[config.mk]
export PLATFORM = sky130hd
export DESIGN_NAME = ordered_record_list_engine_core
export DESIGN_NICKNAME = d
export VERILOG_FILES = /design/src/hdl/orle_pkg.sv /design/src/hdl/orle_ram.sv /design/src/hdl/ordered_record_list_engine_core.sv
export VERILOG_INCLUDE_DIRS = /design/src /design/src/hdl
export SDC_FILE = /design/constraint.sdc
export NUM_CORES = 1
export LEC_CHECK = 0
export BUFFER_PORTS_ARGS = -buffer_cell sky130_fd_sc_hd__buf_4
export CORE_MARGIN = 5
export CORE_UTILIZATION = 50
export DETAILED_ROUTE_END_ITERATION = 10
export PLACE_DENSITY = 0.64
export SLEW_MARGIN = 10
export SYNTH_ARGS = -nofsm -noshare
export SYNTH_HDL_FRONTEND = slang
export SYNTH_HIERARCHICAL = 1
export SYNTH_SLANG_ARGS = --single-unit
[constraint.sdc]
create_clock -name clk -period 9.9 [get_ports clk]
set_input_delay 0.495 -clock clk [delete_from_list [all_inputs] [get_ports clk]]
set_output_delay 0.495 -clock clk [all_outputs]
set_load 0.01 [all_outputs]
[src/hdl/assert_macros.svh]
// assertion macros used by the list engine core
// expects clk and rst in the scope where a macro is used
`ifndef ASSERT_MACROS_SVH
`define ASSERT_MACROS_SVH

// implication in the same cycle
`define ORLE_ASSERT_SAME(lbl, ante, cons, msg) \
  lbl: assert property (@(posedge clk) disable iff (rst) (ante) |-> (cons)) else $error(msg);

// implication checked in the next cycle
`define ORLE_ASSERT_NEXT(lbl, ante, cons, msg) \
  lbl: assert property (@(posedge clk) disable iff (rst) (ante) |=> (cons)) else $error(msg);

`endif

[src/hdl/orle_pkg.sv]
// shared types and constants for the ordered record list engine
// no dependencies
package orle_pkg;

  localparam int CAPACITY_DEF  = 32;
  localparam int KEY_WIDTH_DEF = 16;
  localparam int SCORE_W       = 7;
  localparam int POS_W         = 5;
  localparam int COUNT_W       = 6;
  localparam int RESULT_LIMIT  = 32;

  typedef enum logic [3:0] {
    OP_INS_HEAD  = 4'd0,
    OP_INS_TAIL  = 4'd1,
    OP_INS_AFTER = 4'd2,
    OP_DEL_HEAD  = 4'd3,
    OP_DEL_AFTER = 4'd4,
    OP_DEL_KEY   = 4'd5,
    OP_SEARCH    = 4'd6,
    OP_SORT_ASC  = 4'd7,
    OP_SORT_DESC = 4'd8,
    OP_LIST      = 4'd9,
    OP_FILTER    = 4'd10
  } op_t;

  typedef enum logic [2:0] {
    ST_OK      = 3'd0,
    ST_FULL    = 3'd1,
    ST_EMPTY   = 3'd2,
    ST_MISSING = 3'd3,
    ST_BADPOS  = 3'd4
  } status_t;

  typedef enum logic [4:0] {
    S_IDLE,
    S_INS_RD, S_INS_WR, S_PUT,
    S_DEL_RD, S_DEL_CAP, S_TAKE, S_TAKE_WR,
    S_FIND_RD, S_FIND_CHK,
    S_SA_I, S_SA_IC, S_SA_J, S_SA_JC, S_SA_W1, S_SA_W2,
    S_SD_I, S_SD_IC, S_SD_J, S_SD_JC, S_SD_W,
    S_LS_RD, S_LS_CHK
  } state_t;

endpackage

[src/hdl/orle_ram.sv]
// generic single write port, single read port ram with registered read
// no dependencies
module orle_ram #(
  parameter int WIDTH = 8,
  parameter int DEPTH = 32
) (
  input  logic                     clk,
  input  logic                     we,
  input  logic [$clog2(DEPTH)-1:0] waddr,
  input  logic [WIDTH-1:0]         wdata,
  input  logic [$clog2(DEPTH)-1:0] raddr,
  output logic [WIDTH-1:0]         rdata
);

  logic [WIDTH-1:0] mem [DEPTH];

  always_ff @(posedge clk) begin
    if (we) begin
      mem[waddr] <= wdata;
    end
    rdata <= mem[raddr];
  end

endmodule

[src/hdl/ordered_record_list_engine_core.sv]
// ordered record list engine: packed list of key/score records in one ram
// depends on orle_pkg, orle_ram and assert_macros.svh
//
//  channel | handshake      | fields
//  --------+----------------+-----------------------------------------------
//  command | start / busy   | operation key score position min_score
//  result  | strobe         | out_key out_score out_position status
//          |                | entry_count last
//
// every ram read is registered (address, then registered data)
// inserts and deletes shift the records behind the spot
// search and listing walk the list, sorts rescan it on each pass
// checks that fail give their single result in the cycle after the command
// rst is synchronous; the ram content is not cleared, entries past the count
// are never used; results cannot be stalled, one strobe per beat
`include "assert_macros.svh"

module ordered_record_list_engine_core #(
  parameter int CAPACITY  = orle_pkg::CAPACITY_DEF,
  parameter int KEY_WIDTH = orle_pkg::KEY_WIDTH_DEF
) (
  input  logic                         clk,
  input  logic                         rst,
  input  logic                         start,
  output logic                         busy,
  input  logic [3:0]                   operation,
  input  logic [KEY_WIDTH-1:0]         key,
  input  logic [orle_pkg::SCORE_W-1:0] score,
  input  logic [orle_pkg::POS_W-1:0]   position,
  input  logic [orle_pkg::SCORE_W-1:0] min_score,
  output logic                         strobe,
  output logic [KEY_WIDTH-1:0]         out_key,
  output logic [orle_pkg::SCORE_W-1:0] out_score,
  output logic [orle_pkg::POS_W-1:0]   out_position,
  output logic [2:0]                   status,
  output logic [orle_pkg::COUNT_W-1:0] entry_count,
  output logic                         last
);

  localparam int IDX_W = $clog2(CAPACITY);
  localparam int CNT_W = $clog2(CAPACITY + 1);
  localparam int PW    = ((CNT_W > orle_pkg::POS_W) ? CNT_W : orle_pkg::POS_W) + 1;
  localparam int SW    = orle_pkg::SCORE_W;
  localparam int REC_W = KEY_WIDTH + SW;

  orle_pkg::state_t st, st_next;
  orle_pkg::op_t    op_r, op_r_next;

  logic [KEY_WIDTH-1:0] key_r, key_r_next;
  logic [SW-1:0]        score_r, score_r_next;
  logic [SW-1:0]        thr_r, thr_r_next;
  logic [CNT_W-1:0]     total, total_next;
  logic [CNT_W-1:0]     idx, idx_next;
  logic [CNT_W-1:0]     jdx, jdx_next;
  logic [CNT_W-1:0]     sel, sel_next;
  logic [REC_W-1:0]     hold, hold_next;
  logic [REC_W-1:0]     mrec, mrec_next;
  logic                 pend, pend_next;
  logic [orle_pkg::COUNT_W-1:0] kcnt, kcnt_next;

  logic             we;
  logic [IDX_W-1:0] waddr, raddr;
  logic [REC_W-1:0] wdata, rdata;

  logic                   em_vld, em_last;
  logic [KEY_WIDTH-1:0]   em_key;
  logic [SW-1:0]          em_score;
  logic [CNT_W-1:0]       em_pos, em_cnt;
  orle_pkg::status_t      em_st;

  logic [PW-1:0]    pos_p1, n_ext;
  logic [KEY_WIDTH-1:0] rkey;
  logic [SW-1:0]        rscore;

  assign pos_p1 = PW'(position) + PW'(1);
  assign n_ext  = PW'(total);
  assign rkey   = rdata[REC_W-1:SW];
  assign rscore = rdata[SW-1:0];
  assign busy   = (st != orle_pkg::S_IDLE);

  orle_ram #(.WIDTH(REC_W), .DEPTH(CAPACITY)) u_ram (
    .clk   (clk),
    .we    (we),
    .waddr (waddr),
    .wdata (wdata),
    .raddr (raddr),
    .rdata (rdata)
  );

  always_ff @(posedge clk) begin
    if (rst) begin
      st     <= orle_pkg::S_IDLE;
      total  <= '0;
      strobe <= 1'b0;
    end else begin
      st     <= st_next;
      total  <= total_next;
      strobe <= em_vld;
    end
    op_r    <= op_r_next;
    key_r   <= key_r_next;
    score_r <= score_r_next;
    thr_r   <= thr_r_next;
    idx     <= idx_next;
    jdx     <= jdx_next;
    sel     <= sel_next;
    hold    <= hold_next;
    mrec    <= mrec_next;
    pend    <= pend_next;
    kcnt    <= kcnt_next;
    if (em_vld) begin
      out_key      <= em_key;
      out_score    <= em_score;
      out_position <= orle_pkg::POS_W'(em_pos);
      status       <= em_st;
      entry_count  <= orle_pkg::COUNT_W'(em_cnt);
      last         <= em_last;
    end
  end

  always_comb begin
    st_next      = st;
    op_r_next    = op_r;
    key_r_next   = key_r;
    score_r_next = score_r;
    thr_r_next   = thr_r;
    total_next   = total;
    idx_next     = idx;
    jdx_next     = jdx;
    sel_next     = sel;
    hold_next    = hold;
    mrec_next    = mrec;
    pend_next    = pend;
    kcnt_next    = kcnt;
    we           = 1'b0;
    waddr        = idx[IDX_W-1:0];
    wdata        = rdata;
    raddr        = jdx[IDX_W-1:0];
    em_vld       = 1'b0;
    em_last      = 1'b1;
    em_key       = '0;
    em_score     = '0;
    em_pos       = '0;
    em_st        = orle_pkg::ST_OK;
    em_cnt       = total;

    unique case (st)
      orle_pkg::S_IDLE: begin
        if (start) begin
          op_r_next    = orle_pkg::op_t'(operation);
          key_r_next   = key;
          score_r_next = score;
          thr_r_next   = min_score;
          jdx_next     = '0;
          kcnt_next    = '0;
          pend_next    = 1'b0;
          unique case (orle_pkg::op_t'(operation))
            orle_pkg::OP_INS_HEAD, orle_pkg::OP_INS_TAIL: begin
              if (total >= CNT_W'(CAPACITY)) begin
                em_vld = 1'b1;
                em_st  = orle_pkg::ST_FULL;
              end else begin
                idx_next = (orle_pkg::op_t'(operation) == orle_pkg::OP_INS_HEAD) ? '0 : total;
                jdx_next = total;
                st_next  = (orle_pkg::op_t'(operation) == orle_pkg::OP_INS_HEAD && total != '0)
                           ? orle_pkg::S_INS_RD : orle_pkg::S_PUT;
              end
            end
            orle_pkg::OP_INS_AFTER: begin
              em_vld = 1'b1;
              if (total >= CNT_W'(CAPACITY)) begin
                em_st = orle_pkg::ST_FULL;
              end else if (total == '0) begin
                em_st = orle_pkg::ST_EMPTY;
              end else if (PW'(position) >= n_ext) begin
                em_st = orle_pkg::ST_BADPOS;
              end else begin
                em_vld   = 1'b0;
                idx_next = CNT_W'(pos_p1);
                jdx_next = total;
                st_next  = (pos_p1 < n_ext) ? orle_pkg::S_INS_RD : orle_pkg::S_PUT;
              end
            end
            orle_pkg::OP_DEL_HEAD, orle_pkg::OP_DEL_AFTER: begin
              em_vld = 1'b1;
              if (total == '0) begin
                em_st = orle_pkg::ST_EMPTY;
              end else if (orle_pkg::op_t'(operation) == orle_pkg::OP_DEL_HEAD) begin
                em_vld   = 1'b0;
                idx_next = '0;
                st_next  = orle_pkg::S_DEL_RD;
              end else if (pos_p1 >= n_ext) begin
                em_st = orle_pkg::ST_BADPOS;
              end else begin
                em_vld   = 1'b0;
                idx_next = CNT_W'(pos_p1);
                st_next  = orle_pkg::S_DEL_RD;
              end
            end
            orle_pkg::OP_DEL_KEY, orle_pkg::OP_SEARCH, orle_pkg::OP_LIST,
            orle_pkg::OP_FILTER: begin
              if (total == '0) begin
                em_vld = 1'b1;
                em_st  = orle_pkg::ST_EMPTY;
              end else begin
                st_next = (orle_pkg::op_t'(operation) == orle_pkg::OP_DEL_KEY ||
                           orle_pkg::op_t'(operation) == orle_pkg::OP_SEARCH)
                          ? orle_pkg::S_FIND_RD : orle_pkg::S_LS_RD;
              end
            end
            orle_pkg::OP_SORT_ASC, orle_pkg::OP_SORT_DESC: begin
              idx_next = '0;
              if (total < CNT_W'(2)) begin
                em_vld = 1'b1;
              end else begin
                st_next = (orle_pkg::op_t'(operation) == orle_pkg::OP_SORT_ASC)
                          ? orle_pkg::S_SA_I : orle_pkg::S_SD_I;
              end
            end
            default: em_vld = 1'b1;
          endcase
        end
      end

      // shift records up one place, from the tail down to the new spot
      orle_pkg::S_INS_RD: begin
        raddr   = IDX_W'(jdx - CNT_W'(1));
        st_next = orle_pkg::S_INS_WR;
      end
      orle_pkg::S_INS_WR: begin
        we       = 1'b1;
        waddr    = jdx[IDX_W-1:0];
        jdx_next = jdx - CNT_W'(1);
        st_next  = (jdx - CNT_W'(1) > idx) ? orle_pkg::S_INS_RD : orle_pkg::S_PUT;
      end
      orle_pkg::S_PUT: begin
        we         = 1'b1;
        wdata      = {key_r, score_r};
        total_next = total + CNT_W'(1);
        em_vld     = 1'b1;
        em_key     = key_r;
        em_score   = score_r;
        em_pos     = idx;
        em_cnt     = total + CNT_W'(1);
        st_next    = orle_pkg::S_IDLE;
      end

      orle_pkg::S_DEL_RD: begin
        raddr   = idx[IDX_W-1:0];
        st_next = orle_pkg::S_DEL_CAP;
      end
      orle_pkg::S_DEL_CAP: begin
        hold_next = rdata;
        jdx_next  = idx;
        st_next   = orle_pkg::S_TAKE;
      end
      // close the gap: move each later record down one place
      orle_pkg::S_TAKE: begin
        raddr = IDX_W'(jdx + CNT_W'(1));
        if (jdx + CNT_W'(1) < total) begin
          st_next = orle_pkg::S_TAKE_WR;
        end else begin
          total_next = total - CNT_W'(1);
          em_vld     = 1'b1;
          em_key     = hold[REC_W-1:SW];
          em_score   = hold[SW-1:0];
          em_pos     = idx;
          em_cnt     = total - CNT_W'(1);
          st_next    = orle_pkg::S_IDLE;
        end
      end
      orle_pkg::S_TAKE_WR: begin
        we       = 1'b1;
        waddr    = jdx[IDX_W-1:0];
        jdx_next = jdx + CNT_W'(1);
        st_next  = orle_pkg::S_TAKE;
      end

      orle_pkg::S_FIND_RD: begin
        if (jdx < total) begin
          st_next = orle_pkg::S_FIND_CHK;
        end else begin
          em_vld  = 1'b1;
          em_st   = orle_pkg::ST_MISSING;
          st_next = orle_pkg::S_IDLE;
        end
      end
      orle_pkg::S_FIND_CHK: begin
        if (rkey == key_r) begin
          hold_next = rdata;
          idx_next  = jdx;
          if (op_r == orle_pkg::OP_SEARCH) begin
            em_vld   = 1'b1;
            em_key   = rkey;
            em_score = rscore;
            em_pos   = jdx;
            st_next  = orle_pkg::S_IDLE;
          end else begin
            st_next = orle_pkg::S_TAKE;
          end
        end else begin
          jdx_next = jdx + CNT_W'(1);
          st_next  = orle_pkg::S_FIND_RD;
        end
      end

      // selection sort: idx is the pass, jdx the scan, sel the smallest so far
      orle_pkg::S_SA_I: begin
        raddr   = idx[IDX_W-1:0];
        st_next = orle_pkg::S_SA_IC;
      end
      orle_pkg::S_SA_IC: begin
        hold_next = rdata;
        mrec_next = rdata;
        sel_next  = idx;
        jdx_next  = idx + CNT_W'(1);
        st_next   = orle_pkg::S_SA_J;
      end
      orle_pkg::S_SA_J: begin
        st_next = orle_pkg::S_SA_JC;
      end
      orle_pkg::S_SA_JC: begin
        if (rkey < mrec[REC_W-1:SW]) begin
          mrec_next = rdata;
          sel_next  = jdx;
        end
        jdx_next = jdx + CNT_W'(1);
        st_next  = (jdx + CNT_W'(1) < total) ? orle_pkg::S_SA_J : orle_pkg::S_SA_W1;
      end
      orle_pkg::S_SA_W1: begin
        we      = (sel != idx);
        wdata   = mrec;
        st_next = orle_pkg::S_SA_W2;
      end
      orle_pkg::S_SA_W2: begin
        we       = (sel != idx);
        waddr    = sel[IDX_W-1:0];
        wdata    = hold;
        idx_next = idx + CNT_W'(1);
        if (idx + CNT_W'(2) < total) begin
          st_next = orle_pkg::S_SA_I;
        end else begin
          em_vld  = 1'b1;
          st_next = orle_pkg::S_IDLE;
        end
      end

      // exchange sort: hold carries what position idx holds during the scan
      orle_pkg::S_SD_I: begin
        raddr   = idx[IDX_W-1:0];
        st_next = orle_pkg::S_SD_IC;
      end
      orle_pkg::S_SD_IC: begin
        hold_next = rdata;
        jdx_next  = idx + CNT_W'(1);
        st_next   = orle_pkg::S_SD_J;
      end
      orle_pkg::S_SD_J: begin
        st_next = orle_pkg::S_SD_JC;
      end
      orle_pkg::S_SD_JC: begin
        if (hold[REC_W-1:SW] < rkey) begin
          we        = 1'b1;
          waddr     = jdx[IDX_W-1:0];
          wdata     = hold;
          hold_next = rdata;
        end
        jdx_next = jdx + CNT_W'(1);
        st_next  = (jdx + CNT_W'(1) < total) ? orle_pkg::S_SD_J : orle_pkg::S_SD_W;
      end
      orle_pkg::S_SD_W: begin
        we       = 1'b1;
        wdata    = hold;
        idx_next = idx + CNT_W'(1);
        if (idx + CNT_W'(2) < total) begin
          st_next = orle_pkg::S_SD_I;
        end else begin
          em_vld  = 1'b1;
          st_next = orle_pkg::S_IDLE;
        end
      end

      // one match is held back so the final beat can carry last
      orle_pkg::S_LS_RD: begin
        if (jdx < total && kcnt < orle_pkg::COUNT_W'(orle_pkg::RESULT_LIMIT)) begin
          st_next = orle_pkg::S_LS_CHK;
        end else begin
          em_vld   = 1'b1;
          em_key   = hold[REC_W-1:SW];
          em_score = hold[SW-1:0];
          em_pos   = idx;
          if (!pend) begin
            em_key   = '0;
            em_score = '0;
            em_pos   = '0;
            em_st    = orle_pkg::ST_MISSING;
          end
          st_next = orle_pkg::S_IDLE;
        end
      end
      orle_pkg::S_LS_CHK: begin
        if (op_r == orle_pkg::OP_LIST || rscore >= thr_r) begin
          em_vld    = pend;
          em_last   = 1'b0;
          em_key    = hold[REC_W-1:SW];
          em_score  = hold[SW-1:0];
          em_pos    = idx;
          hold_next = rdata;
          idx_next  = jdx;
          pend_next = 1'b1;
          kcnt_next = kcnt + orle_pkg::COUNT_W'(1);
        end
        jdx_next = jdx + CNT_W'(1);
        st_next  = orle_pkg::S_LS_RD;
      end

      default: st_next = orle_pkg::S_IDLE;
    endcase
  end

  `ORLE_ASSERT_SAME(a_total_bound, 1'b1, total <= CNT_W'(CAPACITY), "record count past capacity")
  `ORLE_ASSERT_SAME(a_fail_zero, strobe && status != orle_pkg::ST_OK,
    out_key == '0 && out_position == '0, "failed beat carries a record")
  `ORLE_ASSERT_NEXT(a_accept_acts, start && !busy, busy || strobe, "command dropped")
  `ORLE_ASSERT_SAME(a_more_busy, strobe && !last, busy, "idle before the final beat")
  `ORLE_ASSERT_SAME(a_one_write, we && st == orle_pkg::S_PUT, total < CNT_W'(CAPACITY),
    "insert into a full list")

endmodule
Yosys cells after proc, flatten, opt, wreduce, memory -nomap -nowiden --
Memories as Yosys holds them, arrays and structs flattened. A register that Yosys moved wholly into a read port is not among the register bits. Index checks and enable logic that the tools add are counted.
Storage, ports and cells: bits in writable memories 736, input bits 42, memories 1, bits in registers 155, word-level logic and storage cells 255, output and inout port bits 40
Operators by class: $lt $le $gt $ge 13, eq/ne operators 52, multiplexer cells 127, reduce and logical (&&, ||, !) cells 34, add/subtract/negate cells 8
Memories:
- u_ram.mem | depth 32, width 23, read ports 1, clocked after memory_dff 1, write ports 1, RTL line orle_ram.sv:15 | logic [WIDTH-1:0] mem [DEPTH];
Operators with widths (number):
- case mux 23 bit (4 select lines) | 2
- 2-to-1 mux 6 bit | 21
- 2-to-1 mux 23 bit | 5
- 2-to-1 mux 5 bit | 22
- case mux 5 bit (21 select lines) | 1
- 2-to-1 mux 16 bit | 6
- case mux 16 bit (5 select lines) | 1
- case mux 5 bit (5 select lines) | 2
- case mux 6 bit (2 select lines) | 4
- case mux 6 bit (4 select lines) | 2
- case mux 23 bit (2 select lines) | 1
- 2-to-1 mux 7 bit | 6
- equality test 5 x 4 -> 1 bit (second input constant) | 8
- case mux 6 bit (6 select lines) | 1
- equality test 5 bit (second input constant) | 7
- case mux 7 bit (5 select lines) | 1
- < comparator 16 bit | 2
- 2-to-1 mux 3 bit | 10
- case mux 5 bit (3 select lines) | 2
- adder 6 x 1 -> 6 bit (second input constant) | 4
- < comparator 6 bit | 4
- 2-to-1 mux 1 bit | 24
- inequality test 3 bit (second input constant) | 7
- equality test 4 x 3 -> 1 bit (second input constant) | 5
- other kinds (47) | 86

Logic depth before layout (Yosys ltp) --
word-level depth 9, mapped depth 16, gate-level depth less buffers 11

By module --
Netlist, hierarchy kept.
Modules (own cells, without submodules):
- orle_ram | sequential area each 22561.6 um^2, instances 1, area an instance 29243.0 um^2, cells an instance 1619
- ordered_record_list_engine_core | sequential area each 4534.3 um^2, instances 1, area an instance 10348.7 um^2, cells an instance 987

Least setup slack after synthesis --
OpenSTA, ideal clock, no wires.
path kind register -> register, from reg u_ram.rdata[16] (read register of u_ram.mem), to mem u_ram/mem[12][0] (netlist bit), enable pin, cell stages (with the launch flop) 12, setup slack 5727 ps, path buffers 1, data required time 9497 ps, arrival time 3770 ps, library setup time 403 ps, clock period less this slack 4173 ps, cells stage by stage dfxtp_1 > inv_1 > ha_1 > a21o_1 > a221o_1 > a21oi_1 > o311a_1 > o221ai_1 > a221o_1 > or3b_2 > clkbuf_1 > nor2_1
On the way: elaborated cells on any way between the ends 7, classes of those cells order compare: 1; mux: 6
RTL lines:
- start, declared | RTL line orle_ram.sv:12 | output logic [WIDTH-1:0] rdata
- < comparator 16 bit | RTL line ordered_record_list_engine_core.sv:362 | if (hold[REC_W-1:SW] < rkey) begin
- 2-to-1 mux 5 bit | RTL line ordered_record_list_engine_core.sv:362
- case mux 5 bit (3 select lines) | RTL line ordered_record_list_engine_core.sv:147 | unique case (st)
- via waddr[1] | RTL line ordered_record_list_engine_core.sv:62 | logic [IDX_W-1:0] waddr, raddr;
- end, declared | RTL line orle_ram.sv:15
The timed path passes the listed nets, and every way through them passes these cells.

Worst setup path in the final report --
from reg st[2], to reg u_ram.rdata[8] (read register of u_ram.mem)
On the way: longest elaborated chain between the ends 3, elaborated cells on any way between the ends 7, classes of those cells eq/ne: 5; mux: 1; reduce/logical: 1
Ends and longest elaborated chain:
- start, declared | RTL line ordered_record_list_engine_core.sv:46 | orle_pkg::state_t st, st_next;
- start signal, assigned | RTL line ordered_record_list_engine_core.sv:92 | st <= orle_pkg::S_IDLE;
- start signal, assigned | RTL line ordered_record_list_engine_core.sv:96 | st <= st_next;
- equality test 5 bit (tied with other cells) | RTL line ordered_record_list_engine_core.sv:147
- OR reduction 3 bit (no source line)
- case mux 5 bit (3 select lines) * | RTL line ordered_record_list_engine_core.sv:147
- via raddr[2] | RTL line ordered_record_list_engine_core.sv:62
Mark *: on every way through the listed nets, which the timed path passes. The rest lies on a longest branch. A chain may end at the register's enable or synchronous reset.

==> results_dict.tcl <==
set metrics [dict create \
    worstPathArrival_ns 6.33 \
    final_nets 2818 \
    place.gp.congestion 0.892 \
    hold_class "primary input to flop" \
    yosysWarnings 6 \
    rsz0062_at_grt "no" \
    syn2layout_area_growth_pct 12.2 \
    cts_tree "yes" \
    fmax_mhz 172 \
    die_h_um 291 \
    met2_usage 0.365 \
    antenna_found_initial 1 \
    dieArea_um2 84900 \
    syn_inst 2606 \
    fillers 6062 \
    status "complete, no violations" \
    row_count 103 \
    grt_use_met1 0.326 \
    grt_remaining_overflow 0 \
    yosysSeqAreaShare 0.684 \
    vias_per_cell 6.15 \
    clk_pin_slew_worst_paths_ns 0.06 \
    cts_setup_buffers 0 \
    max-cap-violations 0 \
    core_um2 78700 \
    drv_slew 0 \
    ys_ff_latch 914 \
    critPathLaunchType "flop" \
    cts.sinks 914 \
    routedWlPerCell_um 26.4 \
    ant_nets 0 \
    min_period_ns 5.83 \
    synth.distinct_cells 86 \
    drive_gt1_frac 0.127 \
    crit_required_ns 10.40 \
    io_pins 82 \
    fin_crit_sh 0.589 \
    grt-busiest-layer "met2" \
    drc_errors 0 \
    synth_area_um2 39600 \
    htreeDepth 3 \
    root_buffer "clkbuf_16" \
    clk_path_buf_depth 3 \
    numPortBuffers 81 \
    synth-async-reset-ratio 0 \
    grt_max_degree 136 \
    insertion_delay_ns 0.65 \
    dp_cells 3634 \
    powerDensity_nw_per_um2 345 \
    slew_headroom 0.148 \
    grt_pass1_wl_um 149000 \
    drt_first_pass_iters 7 \
    finalNonFillerCells 3827 \
    dp_hpwl_um 60700 \
    use_met3 0.0543 \
    vias 23600 \
    die_x_um 291 \
    worstPathMaxFanout 59 \
    wl_um 101000 \
    synth-edff-count 879 \
    dp_slack_ns 4.26 \
    first_global_vias 23200 \
    setup_viol 0 \
    synthesis.nets 2725 \
    avgSynthCellArea_um2 15.2 \
    cts_buffers 92 \
    vdd_drop_max_mv 0.468 \
    ys.flop_type "edfxtp_1" \
    antenna_cells 0 \
    grt_usage 0.231 \
    finalSetupTns_ns 0 \
    start_util 0.503 \
    leakage_nw 15.5 \
    end_kind "flop" \
    setup_ws_ns 4.07 \
    drt_iter0_markers 2285 \
    hold_viol_final 0 \
    finClkSkew_ns 0.0443 \
    worst-setup-path-type "flop to flop" \
    worstMarginPinSlew_ns 1.28 \
]
[cells by family after synthesis]
| kind of cell | share of synthesized area |
|---|---|
| AOI/OAI and AO/OA | 0.0939 |
| xor gates and xnor gates | 0.0119 |
| adders and majority gates | 0.0243 |
| buffers and inverters | 0.0293 |
| DFF | 0.684 |
| muxes | 0.0951 |
| and+or+nand+nor | 0.0611 |
[area by class of cell]
class                   count  area, um2  area share
flip-flops and latches    914      27100       0.610
clock buffers             129       2520      0.0567
inverters                  66        248     0.00558
repair buffers            153       1230      0.0276
multi-input cells        1472      11500       0.260
clock inverters            43        484      0.0109
well taps                1050       1310      0.0296
[routing by layer]
layer | vias up | part of all wire
li1 | 10500 | -
met1 | 11900 | 0.43
met2 | 1012 | 0.46
met3 | 168 | 0.085
met4 | 0 | 0.026
met5 | - | 0
[stage by stage]
step / util / area [um2] / hold WS [ns] / power (mW)
global route: 0.564 / 44400 / 0.000804 / 16.0
floorplan: - / 39600 / 0.470 / 9.98
CTS: 0.564 / 44400 / 0.000786 / 15.3
global placement: 0.523 / 41200 / 0.570 / 11.8
finish: 0.564 / 44400 / 0.0372 / 15.3
detailed placement: 0.523 / 41200 / 0.568 / 11.9
[path summary, 6_finish.rpt]
kind / cells past startpoint / slack [ns] / to / startpoint
setup reg to reg: 12 / 4.07 / u_ram/rdata[8] / st[2]
hold / removal: 1 / 0.04 / key_r[12] / key[12]
hold reg to reg: 1 / 0.59 / out_score[6] / hold[6]
setup / recovery: 12 / 4.07 / u_ram/rdata[8] / st[2]
[where the power goes]
part           total [mW]  internal [mW]  switching, mW
clock network        3.43           2.00           1.44
logic                6.27           2.21           4.06
registers            5.60           5.21          0.393
[worst max-delay path, stage by stage, from the launching register on]
cell and delay [ns]:
dfxtp_1 0.89, nand2b_1 0.34, nor2_1 0.38, a211oi_1 0.14, a211oi_2 0.48, a222oi_1 0.20
mux2i_1 0.50, nor2b_4 0.99, buf_4 0.81, a22o_1 0.23, nor3_1 0.05, a31oi_1 0.49
nand3_1 0.12
[flip-flops by register name, indices dropped and copies added, names as in the netlist, 6 cells and up]
signal,flops
u_ram/mem,736
hold,23
mrec,23
u_ram/rdata,23
key_r,16
out_key,16
out_score,7
score_r,7
thr_r,7
entry_count,6
idx,6
jdx,6
kcnt,6
sel,6
total,6
[layout by cell type (no fill, tap or decap), types with 10 or more instances in the layout]
master,Yosys,final
nand4_1,36,36
nand3_1,71,70
a221o_2,15,21
buf_4,26,130
dfxtp_1,35,35
xnor2_1,22,22
a21o_1,33,33
a31oi_1,33,33
o21ai_0,39,39
clkinv_2,0,14
edfxtp_1,879,879
clkbuf_1,61,29
a221o_1,44,38
nor3_1,43,42
a211oi_1,11,10
a21oi_1,85,85
mux2i_1,374,372
clkbuf_16,0,92
nand2b_1,20,19
clkinv_1,0,12
a22o_1,60,60
and2_1,27,26
xor2_1,32,32
nor2_2,0,26
a22oi_1,104,104
inv_1,65,65
nor2b_1,18,16
dlygate4sd3_1,0,21
nor2_1,89,56
ha_1,77,77
nand2_1,104,104
[synth_stat cells, types with 4 or more instances]
master      n  area share
edfxtp_1  879        0.67
mux2i_1   374       0.095
a22oi_1   104       0.020
nand2_1   104      0.0099
nor2_1     89      0.0084
a21oi_1    85       0.011
ha_1       77       0.024
nand3_1    71      0.0090
inv_1      65      0.0062
clkbuf_1   61      0.0058
a22o_1     60       0.013
a221o_1    44       0.011
nor3_1     43      0.0054
buf_2      41      0.0052
o21ai_0    39      0.0049
nand4_1    36      0.0057
dfxtp_1    35       0.018
a21o_1     33      0.0063
a31oi_1    33      0.0052
xor2_1     32      0.0071
and2_1     27      0.0043
buf_4      26      0.0049
xnor2_1    22      0.0049
nand2b_1   20      0.0032
nor2b_1    18      0.0028
a221o_2    15      0.0043
buf_6      14      0.0040
a211oi_1   11      0.0021
nor4_1      9      0.0014
o211ai_1    9      0.0017
or3_1       8      0.0013
a221oi_1    7      0.0015
buf_8       7      0.0027
o21a_1      7      0.0013
nand3b_1    6      0.0011
buf_1       5     0.00047
o221ai_1    5      0.0011
o22ai_1     5     0.00079
and3_1      4     0.00063
nor4b_1     4     0.00088
[what timing repair did]
action,in CTS,in global routing
endpoints found under the setup margin,0,0
hold buffers,18,3
resized for setup,0,0
endpoints found under the hold margin,18,3
No activity file was read; power rests on OpenSTA's default activity.
